<file path="config.mk">
export PLATFORM = sky130hd
export DESIGN_NAME = polynomial_rolling_hash_bucket_unit
export DESIGN_NICKNAME = d
export VERILOG_FILES = /design/src/prh_pkg.sv /design/src/polynomial_rolling_hash_bucket_unit.sv /design/src/prh_mod_step.sv /design/src/prh_ctrl.sv
export SDC_FILE = /design/constraint.sdc
export NUM_CORES = 2
export LEC_CHECK = 0
export BUFFER_PORTS_ARGS = -buffer_cell sky130_fd_sc_hd__buf_4
export CAP_MARGIN = 20
export CORE_MARGIN = 2
export CORE_UTILIZATION = 40
export DETAILED_ROUTE_END_ITERATION = 16
export GPL_ROUTABILITY_DRIVEN = 1
export GPL_TIMING_DRIVEN = 0
export PLACE_DENSITY_LB_ADDON = 0.05
export REMOVE_ABC_BUFFERS = 1
export SLEW_MARGIN = 30
export SYNTH_ARGS = -nofsm -noshare
export SYNTH_HDL_FRONTEND = slang
export SYNTH_SLANG_ARGS = --single-unit
</file>
<file path="constraint.sdc">
create_clock -name clock -period 11.21 [get_ports clock]
set_clock_uncertainty 0.05 [all_clocks]
set_input_delay 1.121 -clock clock [delete_from_list [all_inputs] [get_ports clock]]
set_output_delay 1.121 -clock clock [all_outputs]
set_load 0.005 [all_outputs]
</file>
<file path="src/prh_pkg.sv">
// shared types and constants of the polynomial rolling hash bucket unit
package prh_pkg;

   localparam int HASH_W   = 31;
   localparam int BKT_W    = 21;
   localparam int IDX_W    = 20;
   localparam int BYTE_W   = 8;
   localparam int CNT_W    = $clog2(HASH_W);
   localparam int CSR_A_W  = 2;
   localparam int RSP_D_W  = ((HASH_W + IDX_W + 7) / 8) * 8;

   localparam logic [CSR_A_W-1:0] CSR_HASH_BASE    = 2'd0;
   localparam logic [CSR_A_W-1:0] CSR_HASH_MODULUS = 2'd1;
   localparam logic [CSR_A_W-1:0] CSR_BUCKET_COUNT = 2'd2;

   localparam logic [HASH_W-1:0] BASE_RST    = 31'd257;
   localparam logic [HASH_W-1:0] MODULUS_RST = 31'd1761471161;
   localparam logic [BKT_W-1:0]  BUCKET_RST  = 21'd5;
   localparam logic [BKT_W-1:0]  BUCKET_MAX  = 21'd1048576;

   typedef enum logic [2:0] {
      ST_IDLE,
      ST_REDUCE,
      ST_MUL,
      ST_ADD,
      ST_BUCKET,
      ST_OUT
   } state_type;

   typedef struct packed {
      logic idle;
      logic load;
      logic reduce;
      logic mul;
      logic add;
      logic bucket;
      logic emit;
   } ctl_type;

endpackage

</file>
<file path="src/polynomial_rolling_hash_bucket_unit.sv">
// top level of the polynomial rolling hash bucket unit
// Hashes a key one byte per beat: hash = (hash + byte*power) mod modulus and
// power = power*base mod modulus, all arithmetic exact. A byte beat is taken
// only while the unit is idle and occupies it from then on: the idle cycle
// that loads it, bit-serial reduction of the base, the byte and the running
// hash below the modulus, shift-and-add multiplication over the bits of the
// running power, and adding the old hash. A byte with tlast then adds the
// bit-serial hash mod bucket_count and the load of the result register,
// which then waits for the consumer while the next key starts; that load
// stretches for as long as an earlier result still waits unread. All
// operands of these steps are 31 bits wide.
module polynomial_rolling_hash_bucket_unit (
   input  logic                        clock,
   input  logic                        reset,
   input  logic                        req_tvalid,
   output logic                        req_tready,
   input  logic [prh_pkg::BYTE_W-1:0]  req_tdata,  // key_byte
   input  logic                        req_tlast,  // last_byte
   output logic                        rsp_tvalid,
   input  logic                        rsp_tready,
   output logic [prh_pkg::RSP_D_W-1:0] rsp_tdata,  // key_hash, bucket_index, zero fill
   input  logic                        csr_we,
   input  logic [prh_pkg::CSR_A_W-1:0] csr_addr,
   input  logic [prh_pkg::HASH_W-1:0]  csr_wdata
);
   import prh_pkg::*;

   ctl_type ctl;
   logic    rsp_busy;

   logic [HASH_W-1:0] base_cfg_ff, base_cfg_in;
   logic [HASH_W-1:0] mod_cfg_ff, mod_cfg_in;
   logic [BKT_W-1:0]  bkt_cfg_ff, bkt_cfg_in;
   logic [HASH_W-1:0] m_eff;
   logic [HASH_W-1:0] bkt_eff;

   logic [HASH_W-1:0] rh_ff, rh_in;
   logic [HASH_W-1:0] bp_ff, bp_in;
   logic [HASH_W-1:0] rh_sr_ff, rh_sr_in;
   logic [HASH_W-1:0] base_sr_ff, base_sr_in;
   logic [HASH_W-1:0] byte_sr_ff, byte_sr_in;
   logic [HASH_W-1:0] bp_sr_ff, bp_sr_in;
   logic [HASH_W-1:0] rh_red_ff, rh_red_in;
   logic [HASH_W-1:0] base_red_ff, base_red_in;
   logic [HASH_W-1:0] byte_red_ff, byte_red_in;
   logic [HASH_W-1:0] acc_h_ff, acc_h_in;
   logic [HASH_W-1:0] acc_p_ff, acc_p_in;
   logic              last_ff, last_in;
   logic [HASH_W-1:0] hash_ff, hash_in;
   logic [IDX_W-1:0]  bkt_acc_ff, bkt_acc_in;
   logic              rsp_tvalid_ff, rsp_tvalid_in;
   logic [HASH_W-1:0] rsp_hash_ff, rsp_hash_in;
   logic [IDX_W-1:0]  rsp_idx_ff, rsp_idx_in;

   logic [HASH_W-1:0] rh_red_nx, base_red_nx, byte_red_nx;
   logic [HASH_W-1:0] h_nx, p_nx, bkt_nx;

   assign req_tready = ctl.idle;
   assign rsp_busy   = rsp_tvalid_ff && !rsp_tready;
   assign rsp_tvalid = rsp_tvalid_ff;
   assign rsp_tdata  = {{(RSP_D_W - HASH_W - IDX_W){1'b0}}, rsp_idx_ff, rsp_hash_ff};

   assign m_eff = (mod_cfg_ff == '0) ? HASH_W'(1) : mod_cfg_ff;

   always_comb begin
      if (bkt_cfg_ff == '0) begin
         bkt_eff = HASH_W'(1);
      end else if (bkt_cfg_ff > BUCKET_MAX) begin
         bkt_eff = HASH_W'(BUCKET_MAX);
      end else begin
         bkt_eff = HASH_W'(bkt_cfg_ff);
      end
   end

   prh_ctrl u_ctrl (
      .clock     (clock),
      .reset     (reset),
      .req_valid (req_tvalid),
      .last_key  (last_ff),
      .rsp_busy  (rsp_busy),
      .ctl       (ctl)
   );

   prh_mod_step u_red_rh (
      .acc (rh_red_ff), .addend (HASH_W'(1)), .add_en (rh_sr_ff[HASH_W-1]),
      .dbl (1'b1), .modulus (m_eff), .res (rh_red_nx)
   );

   prh_mod_step u_red_base (
      .acc (base_red_ff), .addend (HASH_W'(1)), .add_en (base_sr_ff[HASH_W-1]),
      .dbl (1'b1), .modulus (m_eff), .res (base_red_nx)
   );

   prh_mod_step u_red_byte (
      .acc (byte_red_ff), .addend (HASH_W'(1)), .add_en (byte_sr_ff[HASH_W-1]),
      .dbl (1'b1), .modulus (m_eff), .res (byte_red_nx)
   );

   // hash product during multiply, then the old hash added without doubling
   prh_mod_step u_mul_h (
      .acc     (acc_h_ff),
      .addend  (ctl.mul ? byte_red_ff : rh_red_ff),
      .add_en  (ctl.mul ? bp_sr_ff[HASH_W-1] : 1'b1),
      .dbl     (ctl.mul),
      .modulus (m_eff),
      .res     (h_nx)
   );

   prh_mod_step u_mul_p (
      .acc (acc_p_ff), .addend (base_red_ff), .add_en (bp_sr_ff[HASH_W-1]),
      .dbl (1'b1), .modulus (m_eff), .res (p_nx)
   );

   prh_mod_step u_bkt (
      .acc (HASH_W'(bkt_acc_ff)), .addend (HASH_W'(1)), .add_en (hash_ff[HASH_W-1]),
      .dbl (1'b1), .modulus (bkt_eff), .res (bkt_nx)
   );

   always_comb begin
      base_cfg_in = base_cfg_ff;
      mod_cfg_in  = mod_cfg_ff;
      bkt_cfg_in  = bkt_cfg_ff;
      if (csr_we) begin
         case (csr_addr)
            CSR_HASH_BASE:    base_cfg_in = csr_wdata;
            CSR_HASH_MODULUS: mod_cfg_in  = csr_wdata;
            CSR_BUCKET_COUNT: bkt_cfg_in  = csr_wdata[BKT_W-1:0];
            default: begin
               base_cfg_in = base_cfg_ff;
            end
         endcase
      end
   end

   always_comb begin
      rh_in       = rh_ff;
      bp_in       = bp_ff;
      rh_sr_in    = rh_sr_ff;
      base_sr_in  = base_sr_ff;
      byte_sr_in  = byte_sr_ff;
      bp_sr_in    = bp_sr_ff;
      rh_red_in   = rh_red_ff;
      base_red_in = base_red_ff;
      byte_red_in = byte_red_ff;
      acc_h_in    = acc_h_ff;
      acc_p_in    = acc_p_ff;
      last_in     = last_ff;
      hash_in     = hash_ff;
      bkt_acc_in  = bkt_acc_ff;

      if (ctl.load) begin
         rh_sr_in    = rh_ff;
         base_sr_in  = base_cfg_ff;
         byte_sr_in  = HASH_W'(req_tdata);
         bp_sr_in    = bp_ff;
         rh_red_in   = '0;
         base_red_in = '0;
         byte_red_in = '0;
         acc_h_in    = '0;
         acc_p_in    = '0;
         last_in     = req_tlast;
      end

      if (ctl.reduce) begin
         rh_red_in   = rh_red_nx;
         base_red_in = base_red_nx;
         byte_red_in = byte_red_nx;
         rh_sr_in    = {rh_sr_ff[HASH_W-2:0], 1'b0};
         base_sr_in  = {base_sr_ff[HASH_W-2:0], 1'b0};
         byte_sr_in  = {byte_sr_ff[HASH_W-2:0], 1'b0};
      end

      if (ctl.mul) begin
         acc_h_in = h_nx;
         acc_p_in = p_nx;
         bp_sr_in = {bp_sr_ff[HASH_W-2:0], 1'b0};
      end

      if (ctl.add) begin
         if (last_ff) begin
            rh_in      = '0;
            bp_in      = HASH_W'(1);
            hash_in    = h_nx;
            bkt_acc_in = '0;
         end else begin
            rh_in = h_nx;
            bp_in = acc_p_ff;
         end
      end

      // rotate, so the hash is whole again after the last bit
      if (ctl.bucket) begin
         bkt_acc_in = bkt_nx[IDX_W-1:0];
         hash_in    = {hash_ff[HASH_W-2:0], hash_ff[HASH_W-1]};
      end
   end

   always_comb begin
      rsp_tvalid_in = rsp_tvalid_ff && !rsp_tready;
      rsp_hash_in   = rsp_hash_ff;
      rsp_idx_in    = rsp_idx_ff;
      if (ctl.emit) begin
         rsp_tvalid_in = 1'b1;
         rsp_hash_in   = hash_ff;
         rsp_idx_in    = bkt_acc_ff;
      end
   end

   always_ff @(posedge clock) begin
      if (reset) begin
         base_cfg_ff   <= BASE_RST;
         mod_cfg_ff    <= MODULUS_RST;
         bkt_cfg_ff    <= BUCKET_RST;
         rh_ff         <= '0;
         bp_ff         <= HASH_W'(1);
         last_ff       <= 1'b0;
         rsp_tvalid_ff <= 1'b0;
      end else begin
         base_cfg_ff   <= base_cfg_in;
         mod_cfg_ff    <= mod_cfg_in;
         bkt_cfg_ff    <= bkt_cfg_in;
         rh_ff         <= rh_in;
         bp_ff         <= bp_in;
         last_ff       <= last_in;
         rsp_tvalid_ff <= rsp_tvalid_in;
      end
   end

   always_ff @(posedge clock) begin
      rh_sr_ff    <= rh_sr_in;
      base_sr_ff  <= base_sr_in;
      byte_sr_ff  <= byte_sr_in;
      bp_sr_ff    <= bp_sr_in;
      rh_red_ff   <= rh_red_in;
      base_red_ff <= base_red_in;
      byte_red_ff <= byte_red_in;
      acc_h_ff    <= acc_h_in;
      acc_p_ff    <= acc_p_in;
      hash_ff     <= hash_in;
      bkt_acc_ff  <= bkt_acc_in;
      rsp_hash_ff <= rsp_hash_in;
      rsp_idx_ff  <= rsp_idx_in;
   end

   a_rsp_from_emit: assert property (@(posedge clock) disable iff (reset)
      $rose(rsp_tvalid_ff) |-> $past(ctl.emit))
      else $error("result beat raised without an emit");

   a_no_overwrite: assert property (@(posedge clock) disable iff (reset)
      ctl.emit |-> (!rsp_tvalid_ff || rsp_tready))
      else $error("pending result beat overwritten");

   a_key_restart: assert property (@(posedge clock) disable iff (reset)
      (ctl.add && last_ff) |=> (rh_ff == '0 && bp_ff == HASH_W'(1)))
      else $error("hash state not restarted after last byte");

endmodule

</file>
<file path="src/prh_mod_step.sv">
// one bit step of modular shift-and-add: (dbl ? 2*acc : acc) + bit*addend mod modulus
module prh_mod_step (
   input  logic [prh_pkg::HASH_W-1:0] acc,
   input  logic [prh_pkg::HASH_W-1:0] addend,
   input  logic                       add_en,
   input  logic                       dbl,
   input  logic [prh_pkg::HASH_W-1:0] modulus,
   output logic [prh_pkg::HASH_W-1:0] res
);
   import prh_pkg::*;

   logic [HASH_W+1:0] sum;
   logic [HASH_W+1:0] m1;
   logic [HASH_W+1:0] m2;

   // inputs stay below the modulus, so the sum stays below three times it
   always_comb begin
      m1  = {2'b00, modulus};
      m2  = {1'b0, modulus, 1'b0};
      sum = (dbl ? {1'b0, acc, 1'b0} : {2'b00, acc})
            + (add_en ? {2'b00, addend} : '0);
      if (sum >= m2) begin
         res = HASH_W'(sum - m2);
      end else if (sum >= m1) begin
         res = HASH_W'(sum - m1);
      end else begin
         res = HASH_W'(sum);
      end
   end

endmodule

</file>
<file path="src/prh_ctrl.sv">
// sequencer of the reduce, multiply, accumulate and bucket phases
module prh_ctrl (
   input  logic             clock,
   input  logic             reset,
   input  logic             req_valid,
   input  logic             last_key,
   input  logic             rsp_busy,
   output prh_pkg::ctl_type ctl
);
   import prh_pkg::*;

   state_type        state_ff;
   state_type        state_in;
   logic [CNT_W-1:0] cnt_ff;
   logic [CNT_W-1:0] cnt_in;
   logic             cnt_done;

   assign cnt_done = (cnt_ff == CNT_W'(HASH_W - 1));

   always_comb begin
      state_in = state_ff;
      case (state_ff)
         ST_IDLE: begin
            if (req_valid) state_in = ST_REDUCE;
         end
         ST_REDUCE: begin
            if (cnt_done) state_in = ST_MUL;
         end
         ST_MUL: begin
            if (cnt_done) state_in = ST_ADD;
         end
         ST_ADD: begin
            state_in = last_key ? ST_BUCKET : ST_IDLE;
         end
         ST_BUCKET: begin
            if (cnt_done) state_in = ST_OUT;
         end
         ST_OUT: begin
            if (!rsp_busy) state_in = ST_IDLE;
         end
         default: begin
            state_in = ST_IDLE;
         end
      endcase
      cnt_in = (state_in != state_ff) ? '0 : cnt_ff + 1'b1;
   end

   // ready is high throughout idle, so a valid beat there is accepted
   always_comb begin
      ctl = '0;
      case (state_ff)
         ST_IDLE: begin
            ctl.idle = 1'b1;
            ctl.load = req_valid;
         end
         ST_REDUCE: begin
            ctl.reduce = 1'b1;
         end
         ST_MUL: begin
            ctl.mul = 1'b1;
         end
         ST_ADD: begin
            ctl.add = 1'b1;
         end
         ST_BUCKET: begin
            ctl.bucket = 1'b1;
         end
         ST_OUT: begin
            ctl.emit = !rsp_busy;
         end
         default: begin
            ctl = '0;
         end
      endcase
   end

   always_ff @(posedge clock) begin
      if (reset) begin
         state_ff <= ST_IDLE;
         cnt_ff   <= '0;
      end else begin
         state_ff <= state_in;
         cnt_ff   <= cnt_in;
      end
   end

endmodule
</file>
Word-level counts from Yosys, hierarchy flattened
Index checks and enable logic that the tools add are counted.

Register bits after elaboration: 536. Input bits: 47. Output and inout port bits: 58. Logic and storage cells: 143.

Add/subtract/negate cells: 19. $lt $le $gt $ge: 13. Eq/ne operators: 9. Multiplexer cells: 60. Reductions and logical operators: 16.

Operators by type and width (number): 2-to-1 mux 31 bit (33); subtractor 31 bit (10); greater-or-equal comparator 33 x 31 -> 1 bit (5); greater-or-equal comparator 33 x 32 -> 1 bit (5); 2-to-1 mux 20 bit (5); adder 32 x 1 -> 33 bit (3); adder 32 x 31 -> 33 bit (2); 2-to-1 mux 21 bit (2); subtractor 20 bit (2); greater-or-equal comparator 33 x 21 -> 1 bit (1); greater-or-equal comparator 33 x 22 -> 1 bit (1); 2-to-1 mux 32 bit (1); zero test 31 bit (1); adder 21 x 1 -> 22 bit (1); greater-than comparator 21 bit, second input constant (1); zero test 21 bit (1); 2-to-1 mux 3 bit (6); one-hot mux 3 bit (6 select lines) (1); 2-to-1 mux 1 bit (11); AND reduction 2 bit (4); nonzero test 2 bit (4); == test 3 x 2 -> 1 bit, second input constant (2); == test 3 bit, second input constant (2); adder 5 x 1 -> 5 bit, second input constant (1); other kinds (11) (12).

Logic depth before layout (Yosys ltp)
Word-level depth: 11. Mapped depth: 31. Mapped depth without buffers: 27.

Modules after synthesis
Synthesis repeated with hierarchy kept, for this count alone.

Cells, all modules: 7014. Area, all modules: 57732.9 um2.

By module, submodules not included: polynomial_rolling_hash_bucket_unit (instances 1, cells each 1714, area each 20577.2 um2, seq. area each 14343.8 um2); prh_mod_step at u_mul_p ... (instances 3, cells each 903, area each 6199.7 um2, seq. area each 0.0 um2); prh_mod_step at u_mul_h (instances 1, cells each 903, area each 6207.2 um2, seq. area each 0.0 um2); prh_mod_step at u_bkt (instances 1, cells each 841, area each 5970.7 um2, seq. area each 0.0 um2); prh_mod_step at u_red_rh (instances 1, cells each 795, area each 5909.4 um2, seq. area each 0.0 um2); prh_ctrl (instances 1, cells each 52, area each 469.2 um2, seq. area each 160.2 um2).

Least setup slack after synthesis
No wires, ideal clock.

Path type: reg-to-reg. From: register u_ctrl.state_ff[1]. To: register hash_ff[24], data pin. Setup time: 0.271 ns. Arrival: 6.101 ns. Data required time: 10.889 ns. Slack: 4.788 ns. Cell stages (with the launch flop): 30. Path buffers: 6. Period minus slack after synthesis: 6.422 ns. Path through: dfxtp_1 -> clkbuf_1 -> and2_1 -> clkbuf_1 -> clkbuf_1 -> clkbuf_1 -> o21ai_0 -> ha_1 -> fa_1 -> a211oi_1 -> o211ai_1 -> nand3_1 -> a31o_2 -> nand2_1 -> a21o_1 -> a21oi_1 -> xnor2_1 -> ha_1 -> clkbuf_1 -> a21o_1 -> a21o_1 -> a21o_1 -> a21o_1 -> a211o_1 -> a311o_4 -> nor2_8 -> buf_12 -> mux2_2 -> mux2i_1 -> a21oi_1.

Cells in the longest elaborated chain, start to end: 11. Elaborated cells on any way between the ends: 18. Classes of those cells: add/sub: 3; order compare: 2; eq/ne: 2; mux: 11.

RTL lines: start: declaration (RTL line prh_ctrl.sv:12) `state_type state_ff;`; start signal: assignment (RTL line prh_ctrl.sv:82) `state_ff <= state_in;`; == test 3 x 2 -> 1 bit (RTL line prh_ctrl.sv:51) `case (state_ff)`; 2-to-1 mux 1 bit (RTL line prh_ctrl.sv:51); 2-to-1 mux 31 bit or 2-to-1 mux 1 bit (tied branches) (RTL line polynomial_rolling_hash_bucket_unit.sv:102, polynomial_rolling_hash_bucket_unit.sv:103); 2-to-1 mux 31 bit (RTL line prh_mod_step.sv:21) `+ (add_en ? {2'b00, addend} : '0);`; adder 32 x 31 -> 33 bit (RTL line prh_mod_step.sv:21); subtractor 31 bit or greater-or-equal comparator 33 x 31 -> 1 bit (tied branches) (RTL line prh_mod_step.sv:25, prh_mod_step.sv:24); 2-to-1 mux 31 bit (RTL line prh_mod_step.sv:24) `end else if (sum >= m1) begin`; 2-to-1 mux 31 bit (RTL line prh_mod_step.sv:22) `if (sum >= m2) begin`; 2-to-1 mux 31 bit (RTL line polynomial_rolling_hash_bucket_unit.sv:180) `if (last_ff) begin`; 2-to-1 mux 31 bit (RTL line polynomial_rolling_hash_bucket_unit.sv:179) `if (ctl.add) begin`; 2-to-1 mux 31 bit * (RTL line polynomial_rolling_hash_bucket_unit.sv:192) `if (ctl.bucket) begin`; net hash_in[24] (RTL line polynomial_rolling_hash_bucket_unit.sv:49) `logic [HASH_W-1:0] hash_ff, hash_in;`; end signal: assignment (RTL line polynomial_rolling_hash_bucket_unit.sv:239) `hash_ff <= hash_in;`; end: declaration (RTL line polynomial_rolling_hash_bucket_unit.sv:49).

The timed path passes the listed nets; every way through them passes the cells marked *. The select of a mux whose other input is x is not followed. A chain may end at the register's enable or synchronous reset.

Worst setup path after layout
From: register u_ctrl.state_ff[2]. To: register hash_ff[3], data pin.

Same word-level chain as after synthesis.

==> summary.txt <==
Outcome
  – Status: finished clean

Yosys
  – Post-synth ARST share: 0%
  – Syn Area/Cell: between 8 and 9 um^2
  – Post-Syn Instances: between 4000 and 5000
  – Simple-Gate Fraction of Synth Area: about 18%
  – Number of synthesized flops with an enable pin: around 380
  – Compound-gate portion of the synthesized area: a little under a quarter
  – Mux share of post-synthesis cell area: 2.236%
  – Post-Syn Area: 0.04325 mm^2
  – Most common flop cell mapped by yosys: edfxtp_1
  – Synth Area in Adders: ~13%
  – Distinct cells, synth: approximately 110
  – Yosys Warn Count: 0
  – Largest family of logic cells by synthesized area: compound AO/OA/AOI/OAI gates
  – Xor/xnor cell area share of the yosys netlist: under 10%
  – FF+latch count, synth: around 540
  – Register area share after synthesis: 33.53%

Timing
  – Final WS setup: 2.773 ns
  – Final Hold Fails: 0
  – Worst Max-Slew Pin Slew: 1.100 ns
  – Final Slew Violations: 0
  – Period minus WS final: between 8 and 9 ns
  – Final setup violation count: 0
  – Unrepaired setup endpoints after global routing: false
  – Relative slew slack: between 20% and 30%
  – Part of the cycle the worst path needs: approximately three quarters
  – Fmax: 0.1185 GHz

Worst hold path
  – HP Class: reg -> reg

Placed design
  – Inst Count DP: roughly 6300
  – Number of port buffers: 99
  – Pre-CTS WS: about 2.8 ns
  – Post-DP HPWL: between 100000 and 150000 um
  – GP Congestion: slightly above 0.9

Worst setup path
  – Crit path capture type: flop
  – Slowest cell delay on critical path: 0.64 ns
  – Crit Path Category: reg -> reg
  – Nature of the critical path startpoint: flop
  – Crit path max fanout: between 50 and 60
  – CP top delay family: compound AO/OA/AOI/OAI gates
  – Crit-path slowest cell: o21ai_0
  – Critical Path RT: ~12 ns
  – WP data arrival: around 9 ns
  – CP most frequent cell: o21ai_0
  – Worst path cell trace: nor2_1, and2_4, buf_16, nand3_1, o21ai_0, ha_1, a211oi_1, o211ai_1, a221o_1, a21oi_1, o21ai_0, a31oi_1, o21bai_1, xor2_1, ha_1, a21o_1, a21o_1, a221oi_1, o21ai_4, a311o_4, nor2_8, mux2_2, o21ai_0, o21ai_0
  – CP Buf/Inv Count: 1

Die
  – Io pins: about 110
  – Die width: between 300 and 400 um
  – Row count: between 100 and 150
  – Die height: 332.8 um
  – Die ar.: between 0.1 and 0.15 mm^2
  – Total core area: around 0.11 mm^2
  – Initial Util: around two fifths

Clock network
  – # resized after CTS: 0
  – CTS sink cnt: 536
  – Deepest clock path buffer count: 3
  – Worst-Skew Late Latency: around 0.67 ns
  – Clk root buf: clkbuf_16
  – CTS tree: yes
  – CTS clock-pin slew for the worst setup and hold paths: 0.06 ns
  – Cts bufs inserted: 67
  – CTS H-Tree Depth: 3
  – CTS hold repair buffers: 0
  – Post CTS Setup Buffer Count: 0

Routing
  – 1st-pass router iterations: 5
  – DRC: 0
  – Starting DRT DRC Count: 3003
  – Drt total wl: ~140000 um
  – Drt wl/cell: around 22 um
  – Vias per inst: around 5.8
  – Vias: approximately 37000
  – Routed Antenna Nets: 0

Global route
  – Total GRT Usage: about 25%
  – Initial antenna violation count: 5
  – Total global routing overflow: 0
  – Largest net degree at the start of global routing: 88
  – Number of global-route vias before repair: 35810
  – First-pass GRT wire length: about 220000 um

Final layout
  – Non-Filler Instances: between 6000 and 7000
  – P&R area growth vs syn: 11.77%
  – Layout cells sized above 1: about 7.7%
  – Layout Nets: between 5000 and 6000
  – Antenna cells: 0
  – Commonest non-fill, non-tap cell in the layout: nand2_1
  – Commonest cells after routing, fill and taps aside: 671 x nand2_1, 503 x a21oi_1, 414 x ha_1

Power and ir drop
  – Power Density: 167.8 mW/mm^2
  – Tot Pwr: between 8 and 9 mW
  – Maximum vdd drop: 0.0001065 V
  – Leak: approximately 20 nW

Job
  – Max-cap check violation count: 0
==> Yosys cell counts (all sizes together) (8+ instances only) <==
cell     count  area share, %
o31ai       17           0.32
or2         20           0.30
a211o       13           0.26
and4        12           0.24
a221o        8           0.19
o22ai       32           0.46
fa          14           0.65
a211oi      83            1.5
o211ai      32           0.56
and2        84            1.2
nand3      126            1.5
dfxtp      159            7.4
nand2      676            5.9
o311ai      11           0.24
a221oi      14           0.36
inv        151            1.3
o2111ai     12           0.24
clkbuf     154            1.3
buf         56           0.73
o21a        53           0.92
a31o         9           0.18
or4         10           0.17
or3         28           0.41
mux2        34           0.89
nor2b       45           0.65
nor2       334            3.0
nand2b      58           0.84
xnor2      208            4.2
and3        30           0.43
ha         414             12
a21oi      505            5.9
xor2       127            2.6
o31a        11           0.23
edfxtp     377             26
mux2i       58            1.3
a31oi       69            1.0
nand4       54           0.78
o21bai      63            1.1
a21o       170            3.0
a22o       115            2.3
o21ai      261            3.1
nor3        64           0.75
nor4        36           0.55
nand3b      64            1.1
==> worst paths after layout <==
kind / from / to / slack, ns / depth (start not counted)
setup / recovery: u_ctrl.state_ff[2] / hash_ff[3] / 2.77 / 24
hold / removal: hash_ff[5] / rsp_hash_ff[5] / 0.39 / 0
setup reg to reg: u_ctrl.state_ff[2] / hash_ff[3] / 2.77 / 24
hold reg to reg: hash_ff[5] / rsp_hash_ff[5] / 0.39 / 0
==> through the flow <==
step	hold slack [ns]	setup TNS, ns	utilization [%]	instance area (um^2)
4_1_cts	0.3929	0	45.09	48340
3_3_place_gp	0.3876	-268.89	41.86	44870
2_1_floorplan	0.3722	0	-	42370
6_report	0.3882	0	45.09	48340
5_1_grt	0.4016	0	45.09	48340
3_5_place_dp	0.3816	0	43.00	46100
==> cells by family (layout without fill, tap and decap cells) <==
kind of cell / count (synthesis) / after routing
fa+ha+maj: 428 / 428
buf+inv: 362 / 431
compound gates: 1549 / 1549
other cells: 1 / 5
flops: 536 / 536
mux: 92 / 92
xor+xnor: 335 / 335
simple gates: 1658 / 1658
==> power breakdown <==
part / internal (mW) / switching [mW] / total (mW)
logic: 1.38 / 2.06 / 3.44
registers: 2.30 / 0.124 / 2.42
clock network: 1.30 / 0.951 / 2.25
==> area by class of cell <==
class	instances	area [um^2]
clock buffer	91	1871
clock inverter	32	369.1
fill	10720	58860
inverter	152	570.5
multi-input combinational	4067	27490
sequential	536	14510
tap	1403	1755
timing repair buffer	156	1780
==> sequential cells by signal (all words and copies together), names as in the netlist, 21 cells and up <==
register     count
byte_red_ff     31
base_cfg_ff     31
hash_ff         31
mod_cfg_ff      31
bkt_cfg_ff      21
base_red_ff     31
bp_sr_ff        31
rh_ff           31
rsp_hash_ff     31
bp_ff           31
rh_sr_ff        31
rh_red_ff       31
base_sr_ff      31
acc_p_ff        31
acc_h_ff        31
byte_sr_ff      31
==> metal layers <==
layer / vias up / part of all wire, % / global-route usage [%]
li1: 18430 / - / -
met1: 17940 / 48 / 35.95
met2: 843 / 45 / 39.60
met3: 148 / 5.3 / 3.078
met4: 0 / 2.2 / 6.460
met5: - / 0 / 0
No activity file was read; power rests on OpenSTA's default activity.
